===== src/rtl/pngu_ram.sv =====
// Generic simple dual-port RAM with one write port and a registered read port.
module pngu_ram #(
  parameter int unsigned WIDTH = 8,
  parameter int unsigned DEPTH = 16,
  localparam int unsigned AW = (DEPTH > 1) ? $clog2(DEPTH) : 1
) (
  input  logic             clk_i,
  input  logic             we_i,
  input  logic [AW-1:0]    waddr_i,
  input  logic [WIDTH-1:0] wdata_i,
  input  logic [AW-1:0]    raddr_i,
  output logic [WIDTH-1:0] rdata_o
);

  logic [WIDTH-1:0] mem_q [DEPTH];

  always_ff @(posedge clk_i) begin
    if (we_i) begin
      mem_q[waddr_i] <= wdata_i;
    end
    rdata_o <= mem_q[raddr_i];
  end

endmodule


===== config.mk =====
export PLATFORM = sky130hd
export DESIGN_NAME = pngu_ram
export DESIGN_NICKNAME = d
export VERILOG_FILES = /design/src/rtl/pngu_ram.sv
export SDC_FILE = /design/constraint.sdc
export NUM_CORES = 1
export LEC_CHECK = 0
export BUFFER_PORTS_ARGS = -buffer_cell sky130_fd_sc_hd__buf_2
export CAP_MARGIN = 20
export CORE_MARGIN = 2
export CORE_UTILIZATION = 60
export DETAILED_ROUTE_END_ITERATION = 8
export GPL_TIMING_DRIVEN = 1
export PLACE_DENSITY_LB_ADDON = 0.15
export SLEW_MARGIN = 40
export SYNTH_ARGS = -nofsm -noshare
export SYNTH_HDL_FRONTEND = slang
export SYNTH_SLANG_ARGS = --single-unit

===== constraint.sdc =====
create_clock -name clk_i -period 2.2 [get_ports clk_i]
set_input_delay 0.33 -clock clk_i [delete_from_list [all_inputs] [get_ports clk_i]]
set_output_delay 0.33 -clock clk_i [all_outputs]
set_load 0.02 [all_outputs]

==> metrics.txt <==
# TYPE chip_impl_metric gauge
chip_impl_metric{name="first_global_vias",unit=""} 2545
chip_impl_metric{name="internal_power",unit="uW"} 4599
chip_impl_metric{name="cts-root-to-sink-buffers",unit=""} 2
chip_impl_metric{name="setup_total_negative_slack",unit="ps"} 0
chip_impl_metric{name="regArea",unit="um^2"} 4004
chip_impl_metric{name="die_area",unit="um^2"} 9336
chip_impl_metric{name="core",unit="um^2"} 8258
chip_impl_info{name="synth.largest_area_cell",value="edfxtp_1"} 1
chip_impl_metric{name="maximum_number_of_pins_on_one_net_before_global_route_repair",unit=""} 33
chip_impl_metric{name="final_min_period_over_clock_period",unit="%"} 61.82
chip_impl_metric{name="dp_cells",unit=""} 369
chip_impl_metric{name="num_antenna_cells",unit=""} 0
chip_impl_metric{name="pwr-share-comb",unit="%"} 5.0
chip_impl_metric{name="synth-warning-count",unit=""} 0
chip_impl_metric{name="grt_antenna_before_repair",unit=""} 0
chip_impl_metric{name="critical_path_peak_fanout",unit=""} 1
chip_impl_metric{name="total_congestion_overflow_after_global_routing",unit=""} 0
chip_impl_metric{name="worst_slew_margin_rel",unit="%"} 67.83
chip_impl_metric{name="fp.dieH",unit="um"} 96.63
chip_impl_metric{name="tritoncts.num_buffers",unit=""} 17
chip_impl_metric{name="crit_arrival",unit="ps"} 1740
chip_impl_info{name="cts.root.buffer_cell",value="clkbuf_8"} 1
chip_impl_metric{name="power.sequential.fraction",unit="%"} 50.7
chip_impl_metric{name="power_density",unit="nW/um^2"} 953.4
chip_impl_metric{name="post_synthesis_compound_gate_area_fraction",unit="%"} 2.333
chip_impl_metric{name="die-width",unit="um"} 96.63
chip_impl_info{name="synthMostInstantiatedCell",value="edfxtp_1"} 1
chip_impl_metric{name="gr-usage-all-layers",unit="%"} 22.41
chip_impl_info{name="setup.worst_path.end_class",value="flop"} 1
chip_impl_metric{name="lkg_pwr",unit="uW"} 0.002065
chip_impl_metric{name="synthXorXnorAreaFrac",unit="%"} 0
chip_impl_metric{name="antenna_left",unit=""} 0
chip_impl_metric{name="fin_area",unit="um^2"} 6027
chip_impl_metric{name="synth.cell_area",unit="um^2"} 5147
chip_impl_info{name="worst_hold_path_type",value="input pin to flop"} 1
chip_impl_metric{name="critical_path_required",unit="ps"} 2580
chip_impl_info{name="synth_flop_cell",value="edfxtp_1"} 1
chip_impl_metric{name="totalWireLength",unit="mm"} 9.611
chip_impl_metric{name="yosys.cell_types.count",unit=""} 19
chip_impl_info{name="synth.cells.most_frequent",value="edfxtp_1 (128), mux4_2 (18), a22oi_1 (16), mux4_1 (14), nor2_1 (13)"} 1
chip_impl_metric{name="multi_input_area",unit="um^2"} 1057
chip_impl_metric{name="design.portCount",unit=""} 26
chip_impl_metric{name="synth_seq_cells",unit=""} 136
chip_impl_info{name="run_status",value="complete, no violations"} 1
chip_impl_info{name="synth.area.top_cells",value="edfxtp_1 (75%), mux4_2 (7.9%), mux4_1 (7.1%), dfxtp_1 (3.1%), a22oi_1 (2.3%)"} 1
chip_impl_metric{name="post_dp_cell_area",unit="um^2"} 5493
chip_impl_metric{name="synthArstFlopShare",unit="%"} 0
chip_impl_metric{name="synth.top_cell.area_share",unit="%"} 74.67
chip_impl_metric{name="cts.hold.buffers_added",unit=""} 0
chip_impl_metric{name="share_of_post_route_cells_with_drive_strength_above_1",unit="%"} 29.73
chip_impl_metric{name="maxClockFrequency",unit="GHz"} 0.7353
chip_impl_metric{name="detail_route.drc_violations",unit=""} 0
chip_impl_metric{name="postCtsSetupRepairBufs",unit=""} 0
chip_impl_info{name="tritoncts",value="done"} 1
chip_impl_metric{name="setup-violations-final",unit=""} 0
chip_impl_metric{name="final_net_count",unit=""} 301
chip_impl_info{name="critical_path.startpoint_type",value="flop"} 1
chip_impl_metric{name="fillers",unit=""} 492
chip_impl_metric{name="areaGrowthSynthToFinish",unit="%"} 17.09
chip_impl_metric{name="worst_slack_setup_final",unit="ps"} 840.0
chip_impl_metric{name="syn-mean-instance-area",unit="um^2"} 22.48
chip_impl_metric{name="p_sw",unit="uW"} 1147
chip_impl_metric{name="hpwlAfterDp",unit="mm"} 5.847
chip_impl_metric{name="worstMarginPinSlew",unit="ps"} 482.6
chip_impl_metric{name="synth_simple_gate_area_share",unit="%"} 3.184
chip_impl_metric{name="drt_pre_antenna_iters",unit=""} 4
chip_impl_metric{name="synthMuxAreaShare",unit="%"} 15.02
chip_impl_metric{name="rd_place_congestion",unit=""} 0.7616
chip_impl_metric{name="port_buffers",unit=""} 25
chip_impl_metric{name="initial_core_util",unit="%"} 62.33
chip_impl_metric{name="layoutNonFillerInstCount",unit=""} 401
chip_impl_metric{name="detailed_route_via_count",unit=""} 2507
chip_impl_info{name="synth_top_family_by_area",value="multiplexers"} 1
chip_impl_metric{name="avgViaCountPerCell",unit=""} 6.252
chip_impl_metric{name="global_route_wire_length_before_repair",unit="mm"} 14.89
chip_impl_metric{name="cts-htree-levels",unit=""} 4
chip_impl_metric{name="swShare",unit="%"} 19.97
chip_impl_info{name="timing_worst_setup_path_type",value="flop to flop"} 1
chip_impl_metric{name="clock_transition_at_the_register_clock_pins_on_the_worst_setup_and_hold_paths_after_cts",unit="ps"} 60
chip_impl_metric{name="slew_viol_final",unit=""} 0
chip_impl_metric{name="number_of_enable_type_register_cells_in_the_synthesized_netlist",unit=""} 128
chip_impl_metric{name="rrSetupSlack",unit="ps"} 840
chip_impl_metric{name="synth.net_count",unit=""} 247
chip_impl_metric{name="clock_latency",unit="ps"} 500
chip_impl_metric{name="finalCriticalPeriod",unit="ps"} 1360
chip_impl_metric{name="synth-adder-area-share",unit="%"} 0
chip_impl_info{name="grt_setup_unrepaired",value="false"} 1
chip_impl_metric{name="cts.repair.resized",unit=""} 0
chip_impl_metric{name="yosysSeqAreaShare",unit="%"} 77.78
chip_impl_metric{name="clock_tree_skew_after_final_layout",unit="ps"} 5.646
chip_impl_metric{name="avgRoutedWirePerCell",unit="um"} 23.97
chip_impl_metric{name="power_frac_clock",unit="%"} 44.3
chip_impl_metric{name="num_rows",unit=""} 33
chip_impl_metric{name="ir_worst_vdd",unit="uV"} 544.2
chip_impl_metric{name="drt_iter0_drc",unit=""} 224
chip_impl_metric{name="hold_viol",unit=""} 0
chip_impl_metric{name="pre_cts_slack",unit="ps"} 423.9
chip_impl_metric{name="timing.hold.ws",unit="ps"} 208.1
chip_impl_metric{name="max-cap-violations",unit=""} 0
chip_impl_metric{name="cts.sink_count",unit=""} 136
chip_impl_metric{name="synthCells",unit=""} 229
power by group through the flow:
| stage | clock network (uW) | registers, uW | logic (uW) |
|---|---|---|---|
| 2_1_floorplan | 0 | 2980 | 147 |
| 4_1_cts | 2570 | 2920 | 288 |
| 5_1_grt | 2690 | 2920 | 309 |
| 3_5_place_dp | 0 | 2970 | 285 |
| 6_report | 2550 | 2910 | 285 |
| 3_3_place_gp | 0 | 2970 | 279 |
path summary, 6_finish.rpt:
path / from / to / cells after the start
worst max-delay path: mem_q[1][1] / rdata_o[1] / 3
worst min-delay path: wdata_i[0] / mem_q[5][0] / 1
worst max register to register: mem_q[1][1] / rdata_o[1] / 3
worst min register to register: mem_q[11][2] / rdata_o[2] / 3
kinds of logic after synthesis:
family,count (synthesis)
flip-flops,136
AND/OR/NAND/NOR,35
multiplexers,32
AO/OA/AOI/OAI,16
buffers and inverters,10
state kept, by name (all words and copies together), names as in the netlist:
register  count
rdata_o       8
mem_q       128
worst max-delay path, cell delays in order (launching register included):
cell,delay [ps]
edfxtp_1,350
mux4_1,500
a22oi_1,310
nand2_1,90
cell type report:
class	count	area share, %
repair buffers	45	4.982
flip-flops and latches	136	66.43
well taps	105	2.180
clock buffers	20	7.058
multi-input cells	83	17.54
clock inverters	12	1.806
placed cells by master (no fill, tap or decap), drive strengths merged:
master and n:
nand2b 2, nor2b 1, nor3 4, nand2 9
edfxtp 128, dfxtp 8, clkinvlp 2, nand3 1
and2 1, mux4 32, and2b 1, nand3b 2
buf 45, clkbuf 20, nor2 13, bufinv 2
clkinv 8, or3b 1, a22oi 16
per-layer routing:
metal  global-route usage (%)  up-vias  share of wire [%]
li1                         -     1086                  -
met1                    33.55     1286                 44
met2                    30.82      120                 46
met3                    6.575       15                7.5
met4                    10.83        0                2.0
met5                        0        -                  0
per-stage QoR:
stage | total power (uW) | utilization (%)
floorplan | 3131 | -
global placement | 3245 | 66.52
detailed placement | 3252 | 66.52
CTS | 5771 | 72.98
global route | 5922 | 72.98
finish | 5746 | 72.98
Note: power is estimated with default switching activity, not from simulation.
