===== config.mk =====
export PLATFORM = sky130hd
export DESIGN_NAME = pngu_fifo
export DESIGN_NICKNAME = d
export VERILOG_FILES = /design/src/rtl/pngu_pkg.sv /design/src/rtl/pngu_fifo.sv
export SDC_FILE = /design/constraint.sdc
export NUM_CORES = 1
export LEC_CHECK = 0
export ABC_AREA = 1
export BUFFER_PORTS_ARGS = -buffer_cell sky130_fd_sc_hd__buf_2
export CELL_PAD_IN_SITES_DETAIL_PLACEMENT = 2
export CELL_PAD_IN_SITES_GLOBAL_PLACEMENT = 2
export CORE_AREA = 2 2 98 148
export DETAILED_ROUTE_END_ITERATION = 10
export DIE_AREA = 0 0 100 150
export PLACE_DENSITY_LB_ADDON = 0.1
export SETUP_SLACK_MARGIN = 0.02
export SKIP_LAST_GASP = 1
export SYNTH_ARGS = -nofsm -noshare
export SYNTH_HDL_FRONTEND = slang
export SYNTH_SLANG_ARGS = --single-unit

===== constraint.sdc =====
create_clock -name clk_i -period 1.78 [get_ports clk_i]
set_clock_uncertainty 0.05 [all_clocks]
set_input_delay 0.356 -clock clk_i [delete_from_list [all_inputs] [get_ports clk_i]]
set_output_delay 0.356 -clock clk_i [all_outputs]
set_load 0.02 [all_outputs]

===== src/rtl/pngu_pkg.sv =====
// Shared types, codes and helper functions for the PNG scanline unfilter block.
package pngu_pkg;

  localparam int unsigned POS_W     = 15;
  localparam int unsigned WIDTH_W   = 13;
  localparam int unsigned ENTRIES_W = 9;
  localparam int unsigned MODE_W    = 3;
  localparam int unsigned CFG_W     = 13;
  localparam int unsigned LANES     = 4;
  localparam int unsigned OUT_DEPTH = 4;
  localparam int unsigned OUT_PTR_W = $clog2(OUT_DEPTH);
  localparam int unsigned OUT_CNT_W = OUT_PTR_W + 1;

  typedef enum logic [1:0] {
    CMD_BYTE  = 2'd0,
    CMD_PAL   = 2'd1,
    CMD_START = 2'd2
  } cmd_e;

  typedef enum logic [1:0] {
    ST_OK        = 2'd0,
    ST_BAD_FILT  = 2'd1,
    ST_BAD_INDEX = 2'd2
  } status_e;

  typedef enum logic [2:0] {
    F_NONE  = 3'd0,
    F_SUB   = 3'd1,
    F_UP    = 3'd2,
    F_AVG   = 3'd3,
    F_PAETH = 3'd4
  } filt_e;

  typedef enum logic [2:0] {
    CM_GREY       = 3'd0,
    CM_RGB        = 3'd1,
    CM_PALETTE    = 3'd2,
    CM_GREY_ALPHA = 3'd3,
    CM_RGBA       = 3'd4
  } mode_e;

  typedef enum logic [1:0] {
    REG_MODE        = 2'd0,
    REG_WIDTH       = 2'd1,
    REG_PAL_ENTRIES = 2'd2
  } reg_e;

  typedef enum logic [2:0] {
    K_NONE     = 3'd0,
    K_START    = 3'd1,
    K_PALW     = 3'd2,
    K_FILTER   = 3'd3,
    K_BAD_FILT = 3'd4,
    K_SAMPLE   = 3'd5
  } kind_e;

  typedef struct packed {
    logic             valid;
    kind_e            kind;
    logic [7:0]       data;
    logic [7:0]       pal_idx;
    logic [23:0]      pal_rgb;
    filt_e            filt;
    logic [1:0]       lane;
    logic             b_use;
    logic             line_ok;
    logic [POS_W-1:0] line_i;
    logic             px_done;
    logic             row_done;
  } s1_t;

  typedef struct packed {
    logic [23:0] rgb;
    logic        row_end;
    status_e     status;
  } res_t;

  typedef struct packed {
    logic valid;
    logic use_pal;
    res_t res;
  } s2_t;

  function automatic logic [2:0] chan_count(logic [MODE_W-1:0] mode, int unsigned max_ch);
    logic [2:0] ch;
    case (mode)
      CM_GREY:       ch = 3'd1;
      CM_PALETTE:    ch = 3'd1;
      CM_GREY_ALPHA: ch = 3'd2;
      CM_RGBA:       ch = 3'd4;
      default:       ch = 3'd3;
    endcase
    if (32'(ch) > max_ch) begin
      ch = 3'(max_ch);
    end
    return ch;
  endfunction

  function automatic logic [7:0] paeth(logic [7:0] a, logic [7:0] b, logic [7:0] c);
    logic signed [9:0] bc;
    logic signed [9:0] ac;
    logic signed [9:0] sm;
    logic [8:0]        pa;
    logic [8:0]        pb;
    logic [8:0]        pc;
    logic [7:0]        r;
    bc = $signed({2'b00, b}) - $signed({2'b00, c});
    ac = $signed({2'b00, a}) - $signed({2'b00, c});
    sm = bc + ac;
    pa = 9'((bc < 0) ? -bc : bc);
    pb = 9'((ac < 0) ? -ac : ac);
    pc = 9'((sm < 0) ? -sm : sm);
    if (pa <= pb && pa <= pc) begin
      r = a;
    end else if (pb <= pc) begin
      r = b;
    end else begin
      r = c;
    end
    return r;
  endfunction

endpackage


===== src/rtl/pngu_fifo.sv =====
// Small result queue that decouples the output handshake from the pipeline.
module pngu_fifo (
  input  logic                            clk_i,
  input  logic                            rst_ni,
  input  logic                            push_i,
  input  pngu_pkg::res_t                  push_data_i,
  input  logic                            pop_i,
  output logic                            valid_o,
  output pngu_pkg::res_t                  data_o,
  output logic [pngu_pkg::OUT_CNT_W-1:0]  count_o
);

  pngu_pkg::res_t                 buf_q [pngu_pkg::OUT_DEPTH];
  logic [pngu_pkg::OUT_PTR_W-1:0] wr_q;
  logic [pngu_pkg::OUT_PTR_W-1:0] rd_q;
  logic [pngu_pkg::OUT_CNT_W-1:0] cnt_q;
  logic                           pop;

  assign valid_o = (cnt_q != '0);
  assign data_o  = buf_q[rd_q];
  assign count_o = cnt_q;
  assign pop     = pop_i && valid_o;

  always_ff @(posedge clk_i) begin
    if (push_i) begin
      buf_q[wr_q] <= push_data_i;
    end
  end

  always_ff @(posedge clk_i or negedge rst_ni) begin
    if (!rst_ni) begin
      wr_q  <= '0;
      rd_q  <= '0;
      cnt_q <= '0;
    end else begin
      if (push_i) begin
        wr_q <= wr_q + 1'b1;
      end
      if (pop) begin
        rd_q <= rd_q + 1'b1;
      end
      if (push_i && !pop) begin
        cnt_q <= cnt_q + 1'b1;
      end else if (!push_i && pop) begin
        cnt_q <= cnt_q - 1'b1;
      end
    end
  end

endmodule


==> flow_metrics.py, run 1 <==
metrics = {
    "yosys": {
        "syn-cell-area_um2": 4730,
        "synth_top_area_share": 0.686,
        "synth_enable_flop_cells": 108,
        "yosys_register_bits": 115,
        "synthFlopType": "sky130_fd_sc_hd__edfxtp_1",
        "synthMostInstantiatedCell": "sky130_fd_sc_hd__edfxtp_1",
        "synth_fp_nets": 405,
        "synth_area_leaders": "sky130_fd_sc_hd__edfxtp_1 (69%), sky130_fd_sc_hd__nand2_1 (8.0%), sky130_fd_sc_hd__o211ai_1 (7.0%)",
        "post_synth_inst_count": 368,
        "synth-warning-count": 0,
        "synth_async_reset_ratio": 0.0609,
        "synthDominantAreaCellType": "sky130_fd_sc_hd__edfxtp_1",
        "synth-seq-area-share": 0.723,
        "post_synth_most_frequent_cells": "sky130_fd_sc_hd__edfxtp_1 (108), sky130_fd_sc_hd__nand2_1 (101), sky130_fd_sc_hd__inv_1 (65), sky130_fd_sc_hd__o211ai_1 (44), sky130_fd_sc_hd__buf_2 (12)",
        "ys_types": 19,
        "mean_instance_size_in_the_synthesized_netlist_um2": 12.8,
    },
    "placement": {
        "post-dp-hpwl_mm": 6.93,
        "port_buffers": 61,
        "gp_congestion": 0.659,
    },
    "clock_tree": {
        "clkSinkCount": 115,
        "cts-buffers-inserted": 17,
        "cts_tree": "built",
        "clockRootBuffer": "sky130_fd_sc_hd__clkbuf_16",
        "cts-htree-levels": 4,
        "clock_insertion_delay_worst_skew_ps": 410,
        "clkSlewWorstSetupHoldPaths_ps": 50,
        "ctsLongestPathBuffers": 2,
    },
    "timing": {
        "holdWs_ps": 108,
        "post_route_clock_period_utilization": 1.18,
        "timing.max_slew.rel_slack": 0.855,
        "tightestPinTransition_ps": 218,
        "slew_viol_final": 0,
        "total_of_endpoints_with_negative_setup_slack_in_the_final_report": 27,
        "setup_repair_after_global_routing_missed_its_margin": "true",
        "period_needed_ps": 2110,
        "fmax_mhz": 475,
        "post-route-worst-setup-slack_ps": -325,
        "hold_violations": 0,
    },
    "die": {
        "io-pin-count": 62,
        "floorplan.initialDensity": 0.343,
        "fp.dieH_um": 150,
        "design.die.area_um2": 15000,
        "placeableCoreArea_um2": 13800,
        "die_width_um": 100,
        "placementRows": 53,
    },
    "outcome": {
        "failed_checks": "negative setup slack",
        "run_status": "finished, violations left",
    },
    "job": {
        "cap_violations": 0,
    },
    "drt": {
        "detail-route-antenna-nets": 0,
        "routed-via-count": 3052,
        "drt_wl_total_mm": 11.6,
        "drt_pre_antenna_iters": 4,
        "vias_per_cell": 4.81,
        "drt_iter0_drc": 52,
        "drt-wirelength-per-cell_um": 18.2,
        "route.detailed.drc": 0,
    },
    "global_route": {
        "grt_most_used_layer": "met2",
        "groute.layer.met2.usage": 0.312,
        "maximum_number_of_pins_on_one_net_before_global_route_repair": 43,
        "use_met1": 0.169,
        "grt_overflow": 0,
        "grt_pass1_vias": 3424,
        "grt_first_pass_wirelength_mm": 17.9,
        "grt_antenna_before_repair": 0,
        "gr-usage-all-layers": 0.165,
        "global_route.usage.met3": 0.0350,
    },
    "layout": {
        "drive_above_1_share": 0.279,
        "final_nets": 494,
        "fillers": 1382,
        "area_growth_pct": 30.1,
        "finish.utilization": 0.446,
        "num_antenna_cells": 0,
        "multi_input_area_um2": 997,
        "register_area_um2": 3420,
    },
    "power_and_ir_drop": {
        "power.leakage_uw": 0.00259,
        "pwr_density_cell_nw_per_um2": 1880,
        "peakVddDrop_uv": 806,
    },
    "worst_setup_path": {
        "r2r-start": "count_o[0]$_DFFE_PN0P_",
        "cp-startpoint": "rd_q[0]$_DFFE_PN0P_",
        "timing.critical_path.fanout_max": 6,
        "timing.reg2reg.worst_path_depth": 10,
        "crit_path_end_kind": "output port",
        "timing.reg2reg.setup_slack_ps": 130,
        "critPathCapture": "data_o[22]",
        "worstPathRequired_ps": 1370,
        "crit_type": "register to output port",
        "worst_r2r_endpoint": "count_o[2]$_DFFE_PN0P_",
        "cp-start-kind": "register",
        "cp.arrival_ps": 1700,
    },
    "hold_path": {
        "holdCritPathClass": "input port to register",
    },
}
[flip-flops by register name, summed over array words and instances (netlist names)]
signal and count:
count_o 3, buf_q 108, rd_q 2, wr_q 2
[critical path, cell delays in order, from the launching register on]
cell and delay [ps]:
sky130_fd_sc_hd__dfrtp_1 410, sky130_fd_sc_hd__clkinv_4 140, sky130_fd_sc_hd__buf_12 160, sky130_fd_sc_hd__clkbuf_16 150, sky130_fd_sc_hd__o211ai_1 170, sky130_fd_sc_hd__nand2_1 100
sky130_fd_sc_hd__buf_6 140
[where the power goes]
group          leakage (uW)  switching (uW)  total [uW]  internal (uW)
Sequential          0.00107             190        3760           3570
Clock              0.000287            1130        3440           2310
Combinational       0.00123            2710        4360           1650
Total               0.00259            4030       11600           7520
[area by class of cell]
cell class | instances | share of cell area
inverter | 67 | 0.0417
tap | 165 | 0.0336
clock inverter | 13 | 0.0269
sequential | 115 | 0.556
clock buffer | 19 | 0.0704
multi-input combinational | 169 | 0.162
timing repair buffer | 87 | 0.109
[cell families after synthesis]
group / synth area share
flops: 0.723
compound gates: 0.0974
buf+inv: 0.0730
xor+xnor: 0.00371
simple gates: 0.0855
fa+ha+maj: 0.0175
[how the worst min path moves through the flow]
stage                          from                     end  slack (ps)  cells past startpoint
global route        push_data_i[21]  buf_q[3][21]$_DFFE_PP_         100                      1
floorplan                    rst_ni  count_o[0]$_DFFE_PN0P_          10                      0
detailed placement           rst_ni  count_o[2]$_DFFE_PN0P_         170                      1
global placement             rst_ni  count_o[2]$_DFFE_PN0P_         160                      1
finish              push_data_i[22]  buf_q[0][22]$_DFFE_PP_         110                      1
CTS                 push_data_i[21]  buf_q[3][21]$_DFFE_PP_          90                      1
[routing by layer]
| layer | part of all wire | wire length (um) |
|---|---|---|
| met1 | 0.37 | 4320 |
| met2 | 0.58 | 6670 |
| met3 | 0.027 | 314 |
| met4 | 0.022 | 255 |
| met5 | 0 | 0 |
[stage by stage]
step / cell area [um^2] / setup TNS (ps) / setup WS (ps) / total power [uW] / std cells
final: 6150 / -6430 / -325 / 11600 / 635
after global routing: 6150 / -8800 / -396 / 12300 / 635
after CTS: 6020 / -5940 / -305 / 11400 / 628
after detailed placement: 5380 / 0 / 66.8 / 7830 / 593
after global placement: 5380 / 0 / 128 / 7690 / 593
after floorplan: 4740 / 0 / 21.3 / 6260 / 368
[placed cells by master, fill, tap and decap left out, drive strengths merged]
cell type / instances
inv: 66
o21ai: 1
xor2: 1
edfxtp: 108
ha: 5
clkinv: 8
buf: 85
nand4: 1
clkbuf: 20
fa: 1
nand3: 3
nor2: 1
o211ai: 54
dlygate4sd3: 1
dfrtp: 7
nand2: 101
bufinv: 4
xnor2: 1
clkinvlp: 2
[what timing repair did]
action	CTS	global route
cloned	0	3
pin swaps	1	5
gates resized for setup	4	10
endpoints found under the setup margin	27	30
endpoints found under the hold margin	7	0
hold buffers	1	0
setup buffers	2	4
(Power assumes the default switching activity.)
==> run 2: changes to the inputs <==
RECOVER_POWER = 100   (was not set)
==> run 2 against run 1 <==
The run still ends with negative setup slack left; routed wire length increased by 0.12%; sequential share of layout area increased by 0.98 points; clock power about the same; fmax about the same; first-iteration DRC count increased by 13%; global-route usage unchanged; cell count unchanged; cell area decreased by 1.7%; critical path type unchanged.
==> flow_metrics.py, run 2 (synthesis gave the netlist of run 1 again) <==
metrics = {
    "power_and_ir_drop": {
        "clock_power_share": 0.301,
        "sw_ratio": 0.351,
        "pwr-share-seq": 0.329,
        "power.leakage_uw": 0.00248,
        "report.power.total_uw": 11400,
        "pwr_density_cell_nw_per_um2": 1890,
        "internal_power_uw": 7420,
        "comb_power_share": 0.370,
        "peakVddDrop_uv": 805,
        "switching_power_uw": 4010,
    },
    "layout": {
        "num_antenna_cells": 0,
        "drive_above_1_share": 0.204,
        "fillers": 1408,
        "max_flop_register": "buf_q",
        "largest_register_ff_count": 108,
        "area_growth_pct": 27.8,
        "layout.cells.most_common": "sky130_fd_sc_hd__edfxtp_1",
        "final_cell_mix": "sky130_fd_sc_hd__edfxtp_1 (108), sky130_fd_sc_hd__nand2_1 (101), sky130_fd_sc_hd__inv_1 (65)",
        "final_nets": 494,
    },
    "drt": {
        "detail-route-antenna-nets": 0,
        "vias_per_cell": 4.79,
        "drt-wirelength-per-cell_um": 18.2,
        "drt_pre_antenna_iters": 5,
        "drt_iter0_drc": 59,
        "drt_wl_total_mm": 11.6,
        "wire_length_on_met3_um": 298,
        "met1Wirelength_mm": 4.34,
        "route.detailed.drc": 0,
        "routed-via-count": 3043,
        "route.top_layer_used": "met4",
        "met2RoutedLength_mm": 6.69,
    },
    "timing": {
        "slew_viol_final": 0,
        "total_of_endpoints_with_negative_setup_slack_in_the_final_report": 28,
        "post-route-worst-setup-slack_ps": -325,
        "hold_violations": 0,
        "tightestPinTransition_ps": 493,
        "setup_repair_after_global_routing_missed_its_margin": "true",
        "post_route_clock_period_utilization": 1.18,
        "fmax_mhz": 475,
        "holdWs_ps": 154,
        "timing.max_slew.rel_slack": 0.671,
        "period_needed_ps": 2100,
    },
    "clock_tree": {
        "cts_tree": "built",
        "ctsLongestPathBuffers": 2,
        "clkSlewWorstSetupHoldPaths_ps": 50,
        "clkSinkCount": 115,
        "clock_insertion_delay_worst_skew_ps": 410,
        "cts-buffers-inserted": 17,
        "clockRootBuffer": "sky130_fd_sc_hd__clkbuf_16",
        "cts-htree-levels": 4,
    },
    "die": {
        "io-pin-count": 62,
        "placementRows": 53,
        "die_width_um": 100,
        "placeableCoreArea_um2": 13800,
        "design.die.area_um2": 15000,
        "floorplan.initialDensity": 0.343,
        "fp.dieH_um": 150,
    },
    "placement": {
        "port_buffers": 61,
        "gp_congestion": 0.659,
        "post-dp-hpwl_mm": 6.93,
    },
    "job": {
        "cap_violations": 0,
    },
    "global_route": {
        "grt_overflow": 0,
        "grt_first_pass_wirelength_mm": 17.9,
        "grt_antenna_before_repair": 0,
        "maximum_number_of_pins_on_one_net_before_global_route_repair": 43,
        "grt_pass1_vias": 3424,
        "gr-usage-all-layers": 0.165,
    },
    "worst_setup_path": {
        "crit_path_end_kind": "output port",
        "cp.arrival_ps": 1700,
        "timing.critical_path.fanout_max": 6,
        "cp-start-kind": "register",
        "crit_path_cell_trace": "clkinv_4, buf_12, clkbuf_16, o211ai_1, nand2_1, buf_6",
        "critical_path_top_delay_cell": "sky130_fd_sc_hd__dfrtp_1",
        "critical_path.max_stage_delay_ps": 410,
        "worstPathRequired_ps": 1370,
        "crit_type": "register to output port",
    },
    "outcome": {
        "failed_checks": "negative setup slack",
        "run_status": "finished, violations left",
    },
    "hold_path": {
        "holdCritPathClass": "input port to register",
    },
}
==> run 2: layout make-up <==
type,count,area [um^2],area share
Clock buffer,19,433,0.0716
Clock inverter,13,165,0.0273
Inverter,67,256,0.0424
Multi-Input combinational cell,169,987,0.163
Sequential cell,115,3420,0.566
Tap cell,165,206,0.0342
Timing Repair Buffer,87,576,0.0952
==> run 2: what timing repair did <==
action,in CTS,in global routing
resized for setup,4,10
pin swaps,1,5
buffers inserted,2,4
hold buffers,1,0
gates cloned,0,3
setup endpoints to repair,27,30
endpoints found under the hold margin,7,0
==> run 2: power by group through the flow <==
stage	Combinational [uW]	Clock [uW]	Sequential, uW
floorplan	2450	0	3810
detailed placement	4040	0	3800
CTS	4170	3510	3760
finish	4230	3440	3760
global route	4690	3630	3810
global placement	3930	0	3760
==> run 2: worst max-delay path, delay by kind of cell, from the launching register on <==
family | cells | cell delay, ps
buf+inv | 4 | 590
compound gates | 1 | 170
simple gates | 1 | 100
flops | 1 | 410
==> run 2: metal layers <==
metal | global-route usage | vias up
met5 | 0 | -
met4 | 0.0781 | 0
met3 | 0.0350 | 15
met2 | 0.312 | 46
met1 | 0.169 | 1535
li1 | - | 1447
==> run 2: through the flow <==
| stage | utilization | area [um^2] | setup TNS [ps] | instances | setup WS, ps |
|---|---|---|---|---|---|
| CTS | 0.437 | 6020 | -5940 | 628 | -305 |
| global route | 0.438 | 6040 | -8960 | 635 | -396 |
| detailed placement | 0.390 | 5380 | 0 | 593 | 66.8 |
| floorplan | - | 4740 | 0 | 368 | 21.3 |
| global placement | 0.390 | 5380 | 0 | 593 | 128 |
| finish | 0.438 | 6040 | -6470 | 635 | -325 |
==> run 2: worst paths after layout <==
path	start	end	slack, ps	cells after the start
worst max-delay path	rd_q[0]$_DFFE_PN0P_	data_o[22]	-320	6
worst min-delay path	push_data_i[21]	buf_q[2][21]$_DFFE_PP_	150	1
worst min register to register	count_o[2]$_DFFE_PN0P_	count_o[2]$_DFFE_PN0P_	460	2
worst max register to register	count_o[0]$_DFFE_PN0P_	count_o[2]$_DFFE_PN0P_	80	10
min in group asynchronous	rst_ni	count_o[2]$_DFFE_PN0P_	360	2
max in group asynchronous	rst_ni	count_o[0]$_DFFE_PN0P_	960	2
