--- src/rtl/pngu_pkg.sv ---
// Shared types, codes and helper functions for the PNG scanline unfilter block.
package pngu_pkg;

  localparam int unsigned POS_W     = 15;
  localparam int unsigned WIDTH_W   = 13;
  localparam int unsigned ENTRIES_W = 9;
  localparam int unsigned MODE_W    = 3;
  localparam int unsigned CFG_W     = 13;
  localparam int unsigned LANES     = 4;
  localparam int unsigned OUT_DEPTH = 4;
  localparam int unsigned OUT_PTR_W = $clog2(OUT_DEPTH);
  localparam int unsigned OUT_CNT_W = OUT_PTR_W + 1;

  typedef enum logic [1:0] {
    CMD_BYTE  = 2'd0,
    CMD_PAL   = 2'd1,
    CMD_START = 2'd2
  } cmd_e;

  typedef enum logic [1:0] {
    ST_OK        = 2'd0,
    ST_BAD_FILT  = 2'd1,
    ST_BAD_INDEX = 2'd2
  } status_e;

  typedef enum logic [2:0] {
    F_NONE  = 3'd0,
    F_SUB   = 3'd1,
    F_UP    = 3'd2,
    F_AVG   = 3'd3,
    F_PAETH = 3'd4
  } filt_e;

  typedef enum logic [2:0] {
    CM_GREY       = 3'd0,
    CM_RGB        = 3'd1,
    CM_PALETTE    = 3'd2,
    CM_GREY_ALPHA = 3'd3,
    CM_RGBA       = 3'd4
  } mode_e;

  typedef enum logic [1:0] {
    REG_MODE        = 2'd0,
    REG_WIDTH       = 2'd1,
    REG_PAL_ENTRIES = 2'd2
  } reg_e;

  typedef enum logic [2:0] {
    K_NONE     = 3'd0,
    K_START    = 3'd1,
    K_PALW     = 3'd2,
    K_FILTER   = 3'd3,
    K_BAD_FILT = 3'd4,
    K_SAMPLE   = 3'd5
  } kind_e;

  typedef struct packed {
    logic             valid;
    kind_e            kind;
    logic [7:0]       data;
    logic [7:0]       pal_idx;
    logic [23:0]      pal_rgb;
    filt_e            filt;
    logic [1:0]       lane;
    logic             b_use;
    logic             line_ok;
    logic [POS_W-1:0] line_i;
    logic             px_done;
    logic             row_done;
  } s1_t;

  typedef struct packed {
    logic [23:0] rgb;
    logic        row_end;
    status_e     status;
  } res_t;

  typedef struct packed {
    logic valid;
    logic use_pal;
    res_t res;
  } s2_t;

  function automatic logic [2:0] chan_count(logic [MODE_W-1:0] mode, int unsigned max_ch);
    logic [2:0] ch;
    case (mode)
      CM_GREY:       ch = 3'd1;
      CM_PALETTE:    ch = 3'd1;
      CM_GREY_ALPHA: ch = 3'd2;
      CM_RGBA:       ch = 3'd4;
      default:       ch = 3'd3;
    endcase
    if (32'(ch) > max_ch) begin
      ch = 3'(max_ch);
    end
    return ch;
  endfunction

  function automatic logic [7:0] paeth(logic [7:0] a, logic [7:0] b, logic [7:0] c);
    logic signed [9:0] bc;
    logic signed [9:0] ac;
    logic signed [9:0] sm;
    logic [8:0]        pa;
    logic [8:0]        pb;
    logic [8:0]        pc;
    logic [7:0]        r;
    bc = $signed({2'b00, b}) - $signed({2'b00, c});
    ac = $signed({2'b00, a}) - $signed({2'b00, c});
    sm = bc + ac;
    pa = 9'((bc < 0) ? -bc : bc);
    pb = 9'((ac < 0) ? -ac : ac);
    pc = 9'((sm < 0) ? -sm : sm);
    if (pa <= pb && pa <= pc) begin
      r = a;
    end else if (pb <= pc) begin
      r = b;
    end else begin
      r = c;
    end
    return r;
  endfunction

endpackage

--- src/rtl/pngu_recon.sv ---
// Byte reconstruction: filter predictors, left and upper-left history, pixel assembly.
module pngu_recon (
  input  logic              clk_i,
  input  logic              rst_ni,
  input  pngu_pkg::s1_t     s1_i,
  input  logic              live_i,
  input  logic [7:0]        b_i,
  output logic [7:0]        v_o,
  output logic [23:0]       px_o
);

  logic [7:0]  left_q [pngu_pkg::LANES];
  logic [7:0]  upl_q  [pngu_pkg::LANES];
  logic [23:0] pix_q;
  logic [23:0] pix_d;
  logic [7:0]  a;
  logic [7:0]  b;
  logic [7:0]  c;
  logic [8:0]  avg_sum;
  logic [7:0]  pred;
  logic        clr;

  assign a       = left_q[s1_i.lane];
  assign c       = upl_q[s1_i.lane];
  assign b       = s1_i.b_use ? b_i : 8'd0;
  assign avg_sum = {1'b0, a} + {1'b0, b};
  assign clr     = s1_i.valid &&
                   (s1_i.kind == pngu_pkg::K_START || s1_i.kind == pngu_pkg::K_FILTER);

  always_comb begin
    unique case (s1_i.filt)
      pngu_pkg::F_SUB:   pred = a;
      pngu_pkg::F_UP:    pred = b;
      pngu_pkg::F_AVG:   pred = avg_sum[8:1];
      pngu_pkg::F_PAETH: pred = pngu_pkg::paeth(a, b, c);
      default:           pred = 8'd0;
    endcase
  end

  assign v_o = s1_i.data + pred;

  always_comb begin
    px_o = pix_q;
    unique case (s1_i.lane)
      2'd0:    px_o[7:0]   = v_o;
      2'd1:    px_o[15:8]  = v_o;
      2'd2:    px_o[23:16] = v_o;
      default: ;
    endcase
    pix_d = s1_i.px_done ? 24'd0 : px_o;
  end

  always_ff @(posedge clk_i or negedge rst_ni) begin
    if (!rst_ni) begin
      for (int n = 0; n < pngu_pkg::LANES; n++) begin
        left_q[n] <= 8'd0;
        upl_q[n]  <= 8'd0;
      end
      pix_q <= 24'd0;
    end else if (clr) begin
      for (int n = 0; n < pngu_pkg::LANES; n++) begin
        left_q[n] <= 8'd0;
        upl_q[n]  <= 8'd0;
      end
      pix_q <= 24'd0;
    end else if (live_i) begin
      left_q[s1_i.lane] <= v_o;
      upl_q[s1_i.lane]  <= b;
      pix_q             <= pix_d;
    end
  end

endmodule

--- config.mk ---
export PLATFORM = sky130hd
export DESIGN_NAME = pngu_recon
export DESIGN_NICKNAME = d
export VERILOG_FILES = /design/src/rtl/pngu_pkg.sv /design/src/rtl/pngu_recon.sv
export SDC_FILE = /design/constraint.sdc
export NUM_CORES = 1
export LEC_CHECK = 0
export BUFFER_PORTS_ARGS = -buffer_cell sky130_fd_sc_hd__buf_4
export CAP_MARGIN = 15
export CORE_MARGIN = 3
export CORE_UTILIZATION = 25
export CTS_CLUSTER_SIZE = 40
export DETAILED_ROUTE_END_ITERATION = 7
export PLACE_DENSITY_LB_ADDON = 0.15
export SLEW_MARGIN = 40
export SYNTH_ARGS = -nofsm -noshare
export SYNTH_HDL_FRONTEND = slang
export SYNTH_SLANG_ARGS = --single-unit
--- constraint.sdc ---
create_clock -name clk_i -period 14.6 [get_ports clk_i]
set_input_delay 1.46 -clock clk_i [delete_from_list [all_inputs] [get_ports clk_i]]
set_output_delay 1.46 -clock clk_i [all_outputs]
set_load 0.01 [all_outputs]
==> impl_metrics.py, run 1 <==
metrics = {
    "clocking": {
        "max-clock-path-buffers": 2,
        "numCtsBuffers": 9,
        "clk_latency_ps": 340,
        "path_clk_slew_ps": 70,
        "h-tree-depth": 3,
        "clock-sinks": 88,
        "clockRootBuffer": "clkbuf_16",
        "cts_tree": "yes",
        "cts_setup_buffers": 0,
    },
    "place": {
        "place_hpwl_um": 17430,
        "dp.cells": 1245,
        "port_buffers": 60,
        "placed_area_sq_um": 8240,
        "gp_congestion": 0.8160,
    },
    "synth": {
        "synth.top_cell.area_share_pct": 29.86,
        "yosysMostFrequentCell": "nand2_1",
        "synth.yosys.seq_area_share_pct": 29.86,
        "ys.flop_type": "dfrtp_1",
        "netlist_area_sq_um": 7376,
        "yosysUniqueCellTypes": 80,
        "synth-compound-area-share_pct": 23.05,
        "synth-seq-cells": 88,
        "synth_area_per_cell_sq_um": 8.930,
        "synthAdderAreaFrac_pct": 11.31,
        "syn_inst": 826,
        "synthSimpleGateAreaFrac_pct": 14.98,
        "ys_async_sr_fraction_pct": 100.0,
        "synthTopCellsByCount": "nand2_1 (122), dfrtp_1 (88), o21ai_0 (83)",
        "yosysTopAreaCell": "dfrtp_1",
        "ys_top_cells_by_area": "dfrtp_1 (30%), ha_1 (9.7%), nand2_1 (6.2%), o21ai_0 (5.6%), mux4_2 (4.9%)",
        "synthesis.nets": 967,
        "synth_edf_count": 0,
        "synth_top_family_by_area": "compound AO/OA/AOI/OAI gates",
        "synthMuxAreaShare_pct": 8.601,
        "synthXorXnorAreaFrac_pct": 7.176,
        "yosys_warnings": 0,
    },
    "critical_path": {
        "arrival_ps": 12120,
        "cp.depth": 43,
        "crit_family": "compound AO/OA/AOI/OAI gates",
        "crit_slowest_cell": "mux4_2",
        "crit_buf_inv": 3,
        "cp-end-kind": "primary output",
        "r2r_cells": 41,
        "worst_setup_path_start_kind": "input port",
        "crit_required_ps": 13140,
        "cp_slowest_stage_delay_ps": 630,
        "crit_top_cell": "a21oi_1",
        "critical_path_class": "in2out",
        "path_max_fanout": 25,
    },
    "die": {
        "core_region_area_sq_um": 28860,
        "die_h_um": 177.8,
        "start_util_pct": 25.56,
        "dieArea_sq_um": 31600,
        "die_w_um": 177.8,
        "rows": 62,
        "ios": 111,
    },
    "timing": {
        "setup-violations-final": 0,
        "relSlewSlack_pct": 43.76,
        "tightestPinTransition_ps": 843.7,
        "fin_crit_ps": 13580,
        "fmax_mhz": 73.64,
        "finalHoldViolations": 0,
        "rsz0062_at_grt": "no",
        "fin_crit_sh_pct": 93.02,
        "drv_slew": 0,
        "tns_ps": 0,
        "skew_ps": 9.943,
    },
    "grt": {
        "globalRouteOverflowTotal": 0,
        "grt_pass1_vias": 6285,
        "antenna_found_initial": 0,
        "grt_pass1_wl_um": 36450,
        "grt.total_usage_pct": 14.73,
        "grt_start_max_net_pins": 56,
    },
    "route": {
        "drt_iter0_drc": 287,
        "routed_wirelength_um": 22800,
        "first_pass_iters": 4,
        "ant_nets": 0,
        "drc": 0,
        "wire_per_inst_um": 18.08,
        "vias": 6139,
        "avgViaCountPerCell": 4.868,
    },
    "final_layout": {
        "fin_util_pct": 29.69,
        "diodes": 0,
        "num-fill-cells": 3130,
        "drive_above_1_share_pct": 16.08,
        "finalNetCount": 1013,
        "area_delta_synth_final_pct": 16.15,
        "stdcell_area_sq_um": 8567,
        "fin_cells": 1261,
    },
    "hold_path": {
        "whs_path_depth": 2,
        "hold_class": "reg2reg",
    },
    "status": {
        "status": "completed",
    },
    "run": {
        "maxCapViolations": 0,
    },
}
==> sequential cells by signal (all words and copies together) (netlist names) <==
register and cells:
left_q 32, pix_q 24, upl_q 32
==> layout by cell type, fill, tap and decap left out, types with 4 or more instances in the layout <==
cell / Yosys / layout
or2_2: 5 / 5
and2_1: 5 / 5
fa_1: 5 / 5
mux4_2: 16 / 16
mux2_2: 7 / 7
nand2_1: 122 / 121
or3_1: 5 / 5
a21oi_1: 35 / 35
dfrtp_1: 88 / 88
clkbuf_16: 0 / 9
nor3_1: 8 / 8
nand2b_1: 9 / 9
o211ai_1: 4 / 4
xor2_1: 12 / 11
and3_1: 4 / 4
o21bai_1: 8 / 8
nand3_1: 9 / 9
nor2_1: 32 / 32
a22oi_1: 6 / 6
o21a_1: 12 / 12
xnor2_2: 5 / 6
nor2b_1: 9 / 9
or2_1: 4 / 4
buf_4: 2 / 72
a211oi_1: 6 / 6
a21o_1: 8 / 8
a31oi_1: 6 / 6
inv_1: 55 / 55
o22ai_1: 12 / 12
ha_1: 57 / 57
o31ai_1: 4 / 4
mux2i_1: 15 / 15
nand4_1: 5 / 5
a22o_1: 33 / 33
o21ai_0: 83 / 83
xnor2_1: 36 / 35
==> cells by family after synthesis <==
logic type	after synthesis
adders and majority gates	64
DFF	88
AOI/OAI and AO/OA	253
buffers and inverters	92
xor gates and xnor gates	54
and+or+nand+nor	234
muxes	41
==> worst min-delay path: stages, from the launching register on <==
cell and delay, ps:
dfrtp_1 340, nand2_1 50, o21ai_0 60
==> area by class of cell <==
class                           count  area (sq um)  share of cell area (%)
Clock buffer                       10         239.0                   2.790
Clock inverter                      6         77.57                  0.9055
Inverter                           55         206.4                   2.410
Multi-Input combinational cell    646          4821                   56.27
Sequential cell                    88          2202                   25.70
Tap cell                          384         480.5                   5.608
Timing Repair Buffer               72         540.5                   6.309
==> final timing paths <==
kind	from	endpoint	slack, ps
min in group asynchronous	rst_ni	pix_q[14]	1060
worst min-delay path	upl_q[12]	upl_q[12]	480
max in group asynchronous	rst_ni	upl_q[21]	12400
worst max register to register	upl_q[0]	pix_q[7]	4130
worst min register to register	upl_q[12]	upl_q[12]	480
worst max-delay path	s1_i[19]	px_o[23]	1020
==> metal layers <==
metal	vias up	GRT usage, %	share of wire [%]
li1	3068	-	-
met2	76	24.57	47
met3	11	1.583	2.5
met1	2984	20.74	50
met5	-	0	0
met4	0	2.781	0.80
==> through the flow <==
step,worst slack (ps),hold slack [ps]
detailed placement,633.8,468.8
global placement,715.1,457.9
finish,1020,477.6
CTS,601.2,484.2
floorplan,2733,444.6
global route,139.2,503.9
==> repair_timing <==
item / in CTS / in global routing
endpoints found under the setup margin: 0 / 3
hold buffers: 0 / 0
gates resized for setup: 0 / 2
Power of run 1 is not shown: default switching activity piles up to over one toggle a cycle in this logic, so the estimate is an artifact.
==> run 2, diff against run 1 <==
--- a/config.mk
+++ b/config.mk
@@ -12,6 +12,7 @@
 export CTS_CLUSTER_SIZE = 40
 export DETAILED_ROUTE_END_ITERATION = 7
 export PLACE_DENSITY_LB_ADDON = 0.15
+export REMOVE_ABC_BUFFERS = 1
 export SLEW_MARGIN = 40
 export SYNTH_ARGS = -nofsm -noshare
 export SYNTH_HDL_FRONTEND = slang
==> constraint.sdc (replaced) <==
create_clock -name clk_i -period 11.4 [get_ports clk_i]
set_input_delay 1.14 -clock clk_i [delete_from_list [all_inputs] [get_ports clk_i]]
set_output_delay 1.14 -clock clk_i [all_outputs]
set_load 0.01 [all_outputs]
==> run 2 against run 1 <==
Clock skew up 2.8 ps. First-iteration DRC count up 5.9%. Routed wire length up 6.0%. Critical path type unchanged. Largest cell class unchanged.
==> impl_metrics.py, run 2 (synthesized netlist as in run 1, its figures left out) <==
metrics = {
    "clocking": {
        "clock-sinks": 88,
        "max-clock-path-buffers": 2,
        "numCtsBuffers": 9,
        "postCtsHoldBufs": 0,
        "cts_tree": "yes",
        "clockRootBuffer": "clkbuf_16",
        "path_clk_slew_ps": 70,
        "clk_latency_ps": 340,
        "h-tree-depth": 3,
    },
    "route": {
        "vias": 6552,
        "avgViaCountPerCell": 4.807,
        "ant_nets": 0,
        "routed_wirelength_um": 24160,
        "drc": 0,
        "drt_iter0_drc": 304,
        "wire_per_inst_um": 17.73,
        "first_pass_iters": 4,
    },
    "timing": {
        "skew_ps": 12.72,
        "hold_slack_ps": 480.1,
        "fmax_mhz": 90.32,
        "fin_crit_ps": 11070,
        "setup_slack_ps": 327.7,
        "drv_slew": 0,
        "finalHoldViolations": 0,
        "tightestPinTransition_ps": 772.6,
        "relSlewSlack_pct": 48.12,
        "fin_crit_sh_pct": 97.13,
        "setup-violations-final": 0,
    },
    "place": {
        "placed_area_sq_um": 8961,
        "port_buffers": 60,
        "pre_cts_slack_ps": -287.1,
        "gp_congestion": 0.7961,
        "place_hpwl_um": 18510,
    },
    "grt": {
        "globalRouteOverflowTotal": 0,
        "grt_start_max_net_pins": 58,
        "grt_pass1_vias": 6654,
        "grt_pass1_wl_um": 37690,
        "grt.total_usage_pct": 15.38,
        "antenna_found_initial": 0,
    },
    "die": {
        "start_util_pct": 25.56,
        "ios": 111,
        "die_w_um": 177.8,
        "dieArea_sq_um": 31600,
        "core_region_area_sq_um": 28860,
        "rows": 62,
        "die_h_um": 177.8,
    },
    "final_layout": {
        "final_common_cell": "buf_4",
        "reg.largest.list": "left_q (32), upl_q (32), pix_q (24)",
        "multi_input_area_sq_um": 5025,
        "finalNetCount": 1115,
        "regArea_sq_um": 2202,
        "stdcell_area_sq_um": 9535,
        "area_delta_synth_final_pct": 29.28,
        "diodes": 0,
        "drive_above_1_share_pct": 28.40,
        "fin_util_pct": 33.04,
        "most-common-layout-cells": "buf_4 (172), nand2_1 (121), dfrtp_1 (88)",
        "num-fill-cells": 3094,
    },
    "critical_path": {
        "path_max_fanout": 7,
        "cp-end-kind": "primary output",
        "crit_slowest_cell": "mux4_2",
        "crit_buf_inv": 10,
        "crit_top_cell": "buf_4",
        "critical_path_class": "in2out",
        "reg2reg_slack_ps": 2310,
        "worst_setup_path_start_kind": "input port",
        "cp_slowest_stage_delay_ps": 570,
        "crit_required_ps": 10260,
        "crit_family": "compound AO/OA/AOI/OAI gates",
        "arrival_ps": 9930,
    },
    "hold_path": {
        "hold_class": "reg2reg",
    },
    "run": {
        "maxCapViolations": 0,
    },
    "status": {
        "status": "completed",
    },
}
-- run 2: worst min-delay path: cells and delay by family, from the launching register on --
kind | cells | cell delay (ps)
DFF | 1 | 340
and+or+nand+nor | 1 | 40
AOI/OAI and AO/OA | 1 | 60
-- run 2: final timing paths --
| path | startpoint | end | depth (start not counted) |
|---|---|---|---|
| max | s1_i[19] | px_o[23] | 47 |
| min in group asynchronous | rst_ni | pix_q[7] | 1 |
| max in group asynchronous | rst_ni | upl_q[28] | 2 |
| max reg2reg | upl_q[24] | pix_q[7] | 46 |
| min | left_q[4] | left_q[4] | 2 |
| min reg2reg | left_q[4] | left_q[4] | 2 |
-- run 2: per-layer routing --
metal	GRT usage, %	share of wire (%)
met5	0	0
met4	3.043	0.97
met2	26.25	49
met1	21.22	48
met3	1.498	2.1
-- run 2: cell type report --
class                   count  area share [%]
multi-input cells         646           52.70
repair buffers            174           13.78
flip-flops and latches     88           23.09
well taps                 384           5.039
inverters                  55           2.165
clock buffers              11           2.546
clock inverters             5          0.6823
-- run 2: stage by stage --
step | setup TNS [ps] | instances
2_1_floorplan | 0 | 789
3_3_place_gp | -973.0 | 1341
3_5_place_dp | -961.6 | 1341
4_1_cts | 0 | 1358
5_1_grt | -221.7 | 1363
6_report | 0 | 1363
-- run 2: repair_timing --
action | in CTS | in global routing
resized for setup | 8 | 38
buffers inserted | 1 | 5
setup endpoints to repair | 4 | 10
pin swaps | 4 | 15
Power of run 2 is left out for the same reason.
==> run 3, diff against run 2 <==
--- a/config.mk
+++ b/config.mk
@@ -5,9 +5,10 @@
 export SDC_FILE = /design/constraint.sdc
 export NUM_CORES = 1
 export LEC_CHECK = 0
+export ABC_AREA = 1
 export BUFFER_PORTS_ARGS = -buffer_cell sky130_fd_sc_hd__buf_4
 export CAP_MARGIN = 15
-export CORE_MARGIN = 3
+export CORE_MARGIN = 2
 export CORE_UTILIZATION = 25
 export CTS_CLUSTER_SIZE = 40
 export DETAILED_ROUTE_END_ITERATION = 7
==> run 3 against run 2 <==
Highest routed layer unchanged. Global-route usage grew 0.32 points. Final cell count increased by 8.3%. Cell area down 9.0%.
==> impl_metrics.py, run 3 <==
metrics = {
    "status": {
        "status": "completed",
    },
    "critical_path": {
        "cp-end-kind": "primary output",
        "crit_slowest_cell": "nand2_1",
        "critical_path_class": "in2out",
        "worst_setup_path_start_kind": "input port",
        "path_max_fanout": 11,
        "cp_slowest_stage_delay_ps": 410,
        "arrival_ps": 9310,
        "crit_required_ps": 10260,
    },
    "clocking": {
        "clk_latency_ps": 350,
        "numCtsBuffers": 9,
        "path_clk_slew_ps": 60,
        "cts_tree": "yes",
        "max-clock-path-buffers": 2,
        "h-tree-depth": 3,
        "clockRootBuffer": "clkbuf_16",
        "cts_setup_buffers": 0,
        "cts-resized-gates": 0,
        "postCtsHoldBufs": 0,
        "clock-sinks": 88,
    },
    "place": {
        "place_hpwl_um": 18320,
        "port_buffers": 60,
        "gp_congestion": 0.8022,
        "pre_cts_slack_ps": 814.0,
    },
    "die": {
        "start_util_pct": 25.56,
        "rows": 62,
        "dieArea_sq_um": 30970,
        "die_w_um": 176.0,
        "core_region_area_sq_um": 28940,
        "die_h_um": 176.0,
        "ios": 111,
    },
    "synth": {
        "yosys_warnings": 0,
        "yosysTopAreaCell": "dfrtp_1",
        "netlist_area_sq_um": 7395,
        "yosysMostFrequentCell": "nand2_1",
        "synthMuxAreaShare_pct": 0,
        "synth.yosys.seq_area_share_pct": 29.78,
        "syn_inst": 1021,
        "synthTopCellsByCount": "nand2_1 (229), inv_1 (166), dfrtp_1 (88)",
        "synth_top_family_by_area": "simple AND/OR/NAND/NOR gates",
        "synthXorXnorAreaFrac_pct": 3.181,
        "synth-compound-area-share_pct": 19.68,
        "ys_top_cells_by_area": "dfrtp_1 (30%), nand2_1 (12%), ha_1 (9.6%), inv_1 (8.4%), o21ai_0 (5.3%)",
        "ys_async_sr_fraction_pct": 100.0,
        "yosysUniqueCellTypes": 54,
        "synth-seq-cells": 88,
        "synth_edf_count": 0,
        "synthSimpleGateAreaFrac_pct": 25.58,
        "synth.top_cell.area_share_pct": 29.78,
        "ys.flop_type": "dfrtp_1",
        "synth_area_per_cell_sq_um": 7.242,
        "synthAdderAreaFrac_pct": 11.00,
    },
    "timing": {
        "setup_slack_ps": 953.0,
        "skew_ps": 8.887,
        "fin_crit_ps": 10450,
        "fin_crit_sh_pct": 91.64,
        "rsz0062_at_grt": "yes",
        "relSlewSlack_pct": 47.50,
        "fmax_mhz": 95.72,
        "tns_ps": 0,
        "setup-violations-final": 0,
        "tightestPinTransition_ps": 787.4,
        "drv_slew": 0,
        "finalHoldViolations": 0,
    },
    "final_layout": {
        "area_delta_synth_final_pct": 17.38,
        "diodes": 0,
        "fin_util_pct": 30.00,
        "drive_above_1_share_pct": 15.20,
        "final_common_cell": "nand2_1",
        "finalNetCount": 1228,
        "most-common-layout-cells": "nand2_1 (229), inv_1 (165), dfrtp_1 (88)",
        "reg.largest.list": "left_q (32), upl_q (32), pix_q (24)",
    },
    "run": {
        "maxCapViolations": 0,
    },
    "grt": {
        "globalRouteOverflowTotal": 0,
        "grt.total_usage_pct": 15.70,
        "grt_pass1_wl_um": 37580,
        "antenna_found_initial": 0,
        "grt_start_max_net_pins": 57,
        "grt_pass1_vias": 6701,
    },
    "route": {
        "routed_wirelength_um": 23740,
        "wl_met1_um": 11630,
        "wire_per_inst_um": 16.08,
        "first_pass_iters": 5,
        "met3WireLength_um": 708,
        "drt_iter0_drc": 382,
        "wl_met2_um": 11070,
        "avgViaCountPerCell": 4.580,
        "drc": 0,
        "highest_layer": "met4",
        "vias": 6760,
        "ant_nets": 0,
    },
    "hold_path": {
        "hold_class": "reg2reg",
    },
}
[run 3: cell count changes after synthesis, sizes merged, moves of 27 or more]
| cell | delta |
|---|---|
| nand2 | +137 |
| nor2 | +33 |
| xnor2 | -37 |
| o22ai | +27 |
| inv | +119 |
| a22o | -33 |
| nand3 | +46 |
[run 3: metal layers]
layer  global-route usage [%]  up-vias
met5                        0        -
met4                    3.822        0
met3                    1.464       15
met2                    26.33      128
met1                    21.80     3112
li1                         -     3505
[run 3: kinds of logic after synthesis]
group	Yosys count
XOR/XNOR	26
AND/OR/NAND/NOR	405
flip-flops	88
AO/OA/AOI/OAI	239
adder cells (fa/ha/maj)	62
buffers and inverters	201
[run 3: worst paths after layout]
| kind | start | endpoint | slack, ps | depth (start not counted) |
|---|---|---|---|---|
| max in group asynchronous | rst_ni | pix_q[17] | 9530 | 2 |
| min | pix_q[15] | pix_q[15] | 480 | 2 |
| max | s1_i[20] | v_o[7] | 950 | 44 |
| min reg2reg | pix_q[15] | pix_q[15] | 480 | 2 |
| max reg2reg | left_q[25] | pix_q[15] | 3340 | 43 |
| min in group asynchronous | rst_ni | pix_q[4] | 730 | 1 |
[run 3: area by class of cell]
cell class | count | area, sq um
clock buffer | 12 | 266.5
multi-input combinational | 732 | 4395
sequential | 88 | 2202
tap | 384 | 480.5
fill | 3214 | 20260
clock inverter | 4 | 75.07
inverter | 177 | 666.9
timing repair buffer | 79 | 593.1
[run 3: per-stage QoR]
step | cells | area, sq um | hold slack (ps)
floorplan | 997 | 7264 | 449.3
global placement | 1460 | 8338 | 465.3
detailed placement | 1460 | 8338 | 465.8
CTS | 1476 | 8680 | 483.6
global route | 1476 | 8680 | 504.6
finish | 1476 | 8680 | 480.5
[run 3: critical path: cells and delay by family]
family                   cells  cell delay (ps)
adder cells (fa/ha/maj)      4             1320
XOR/XNOR                     2              560
AND/OR/NAND/NOR             15             2510
AO/OA/AOI/OAI               15             2960
buffers and inverters        8              800
Power of run 3 is left out for the same reason.
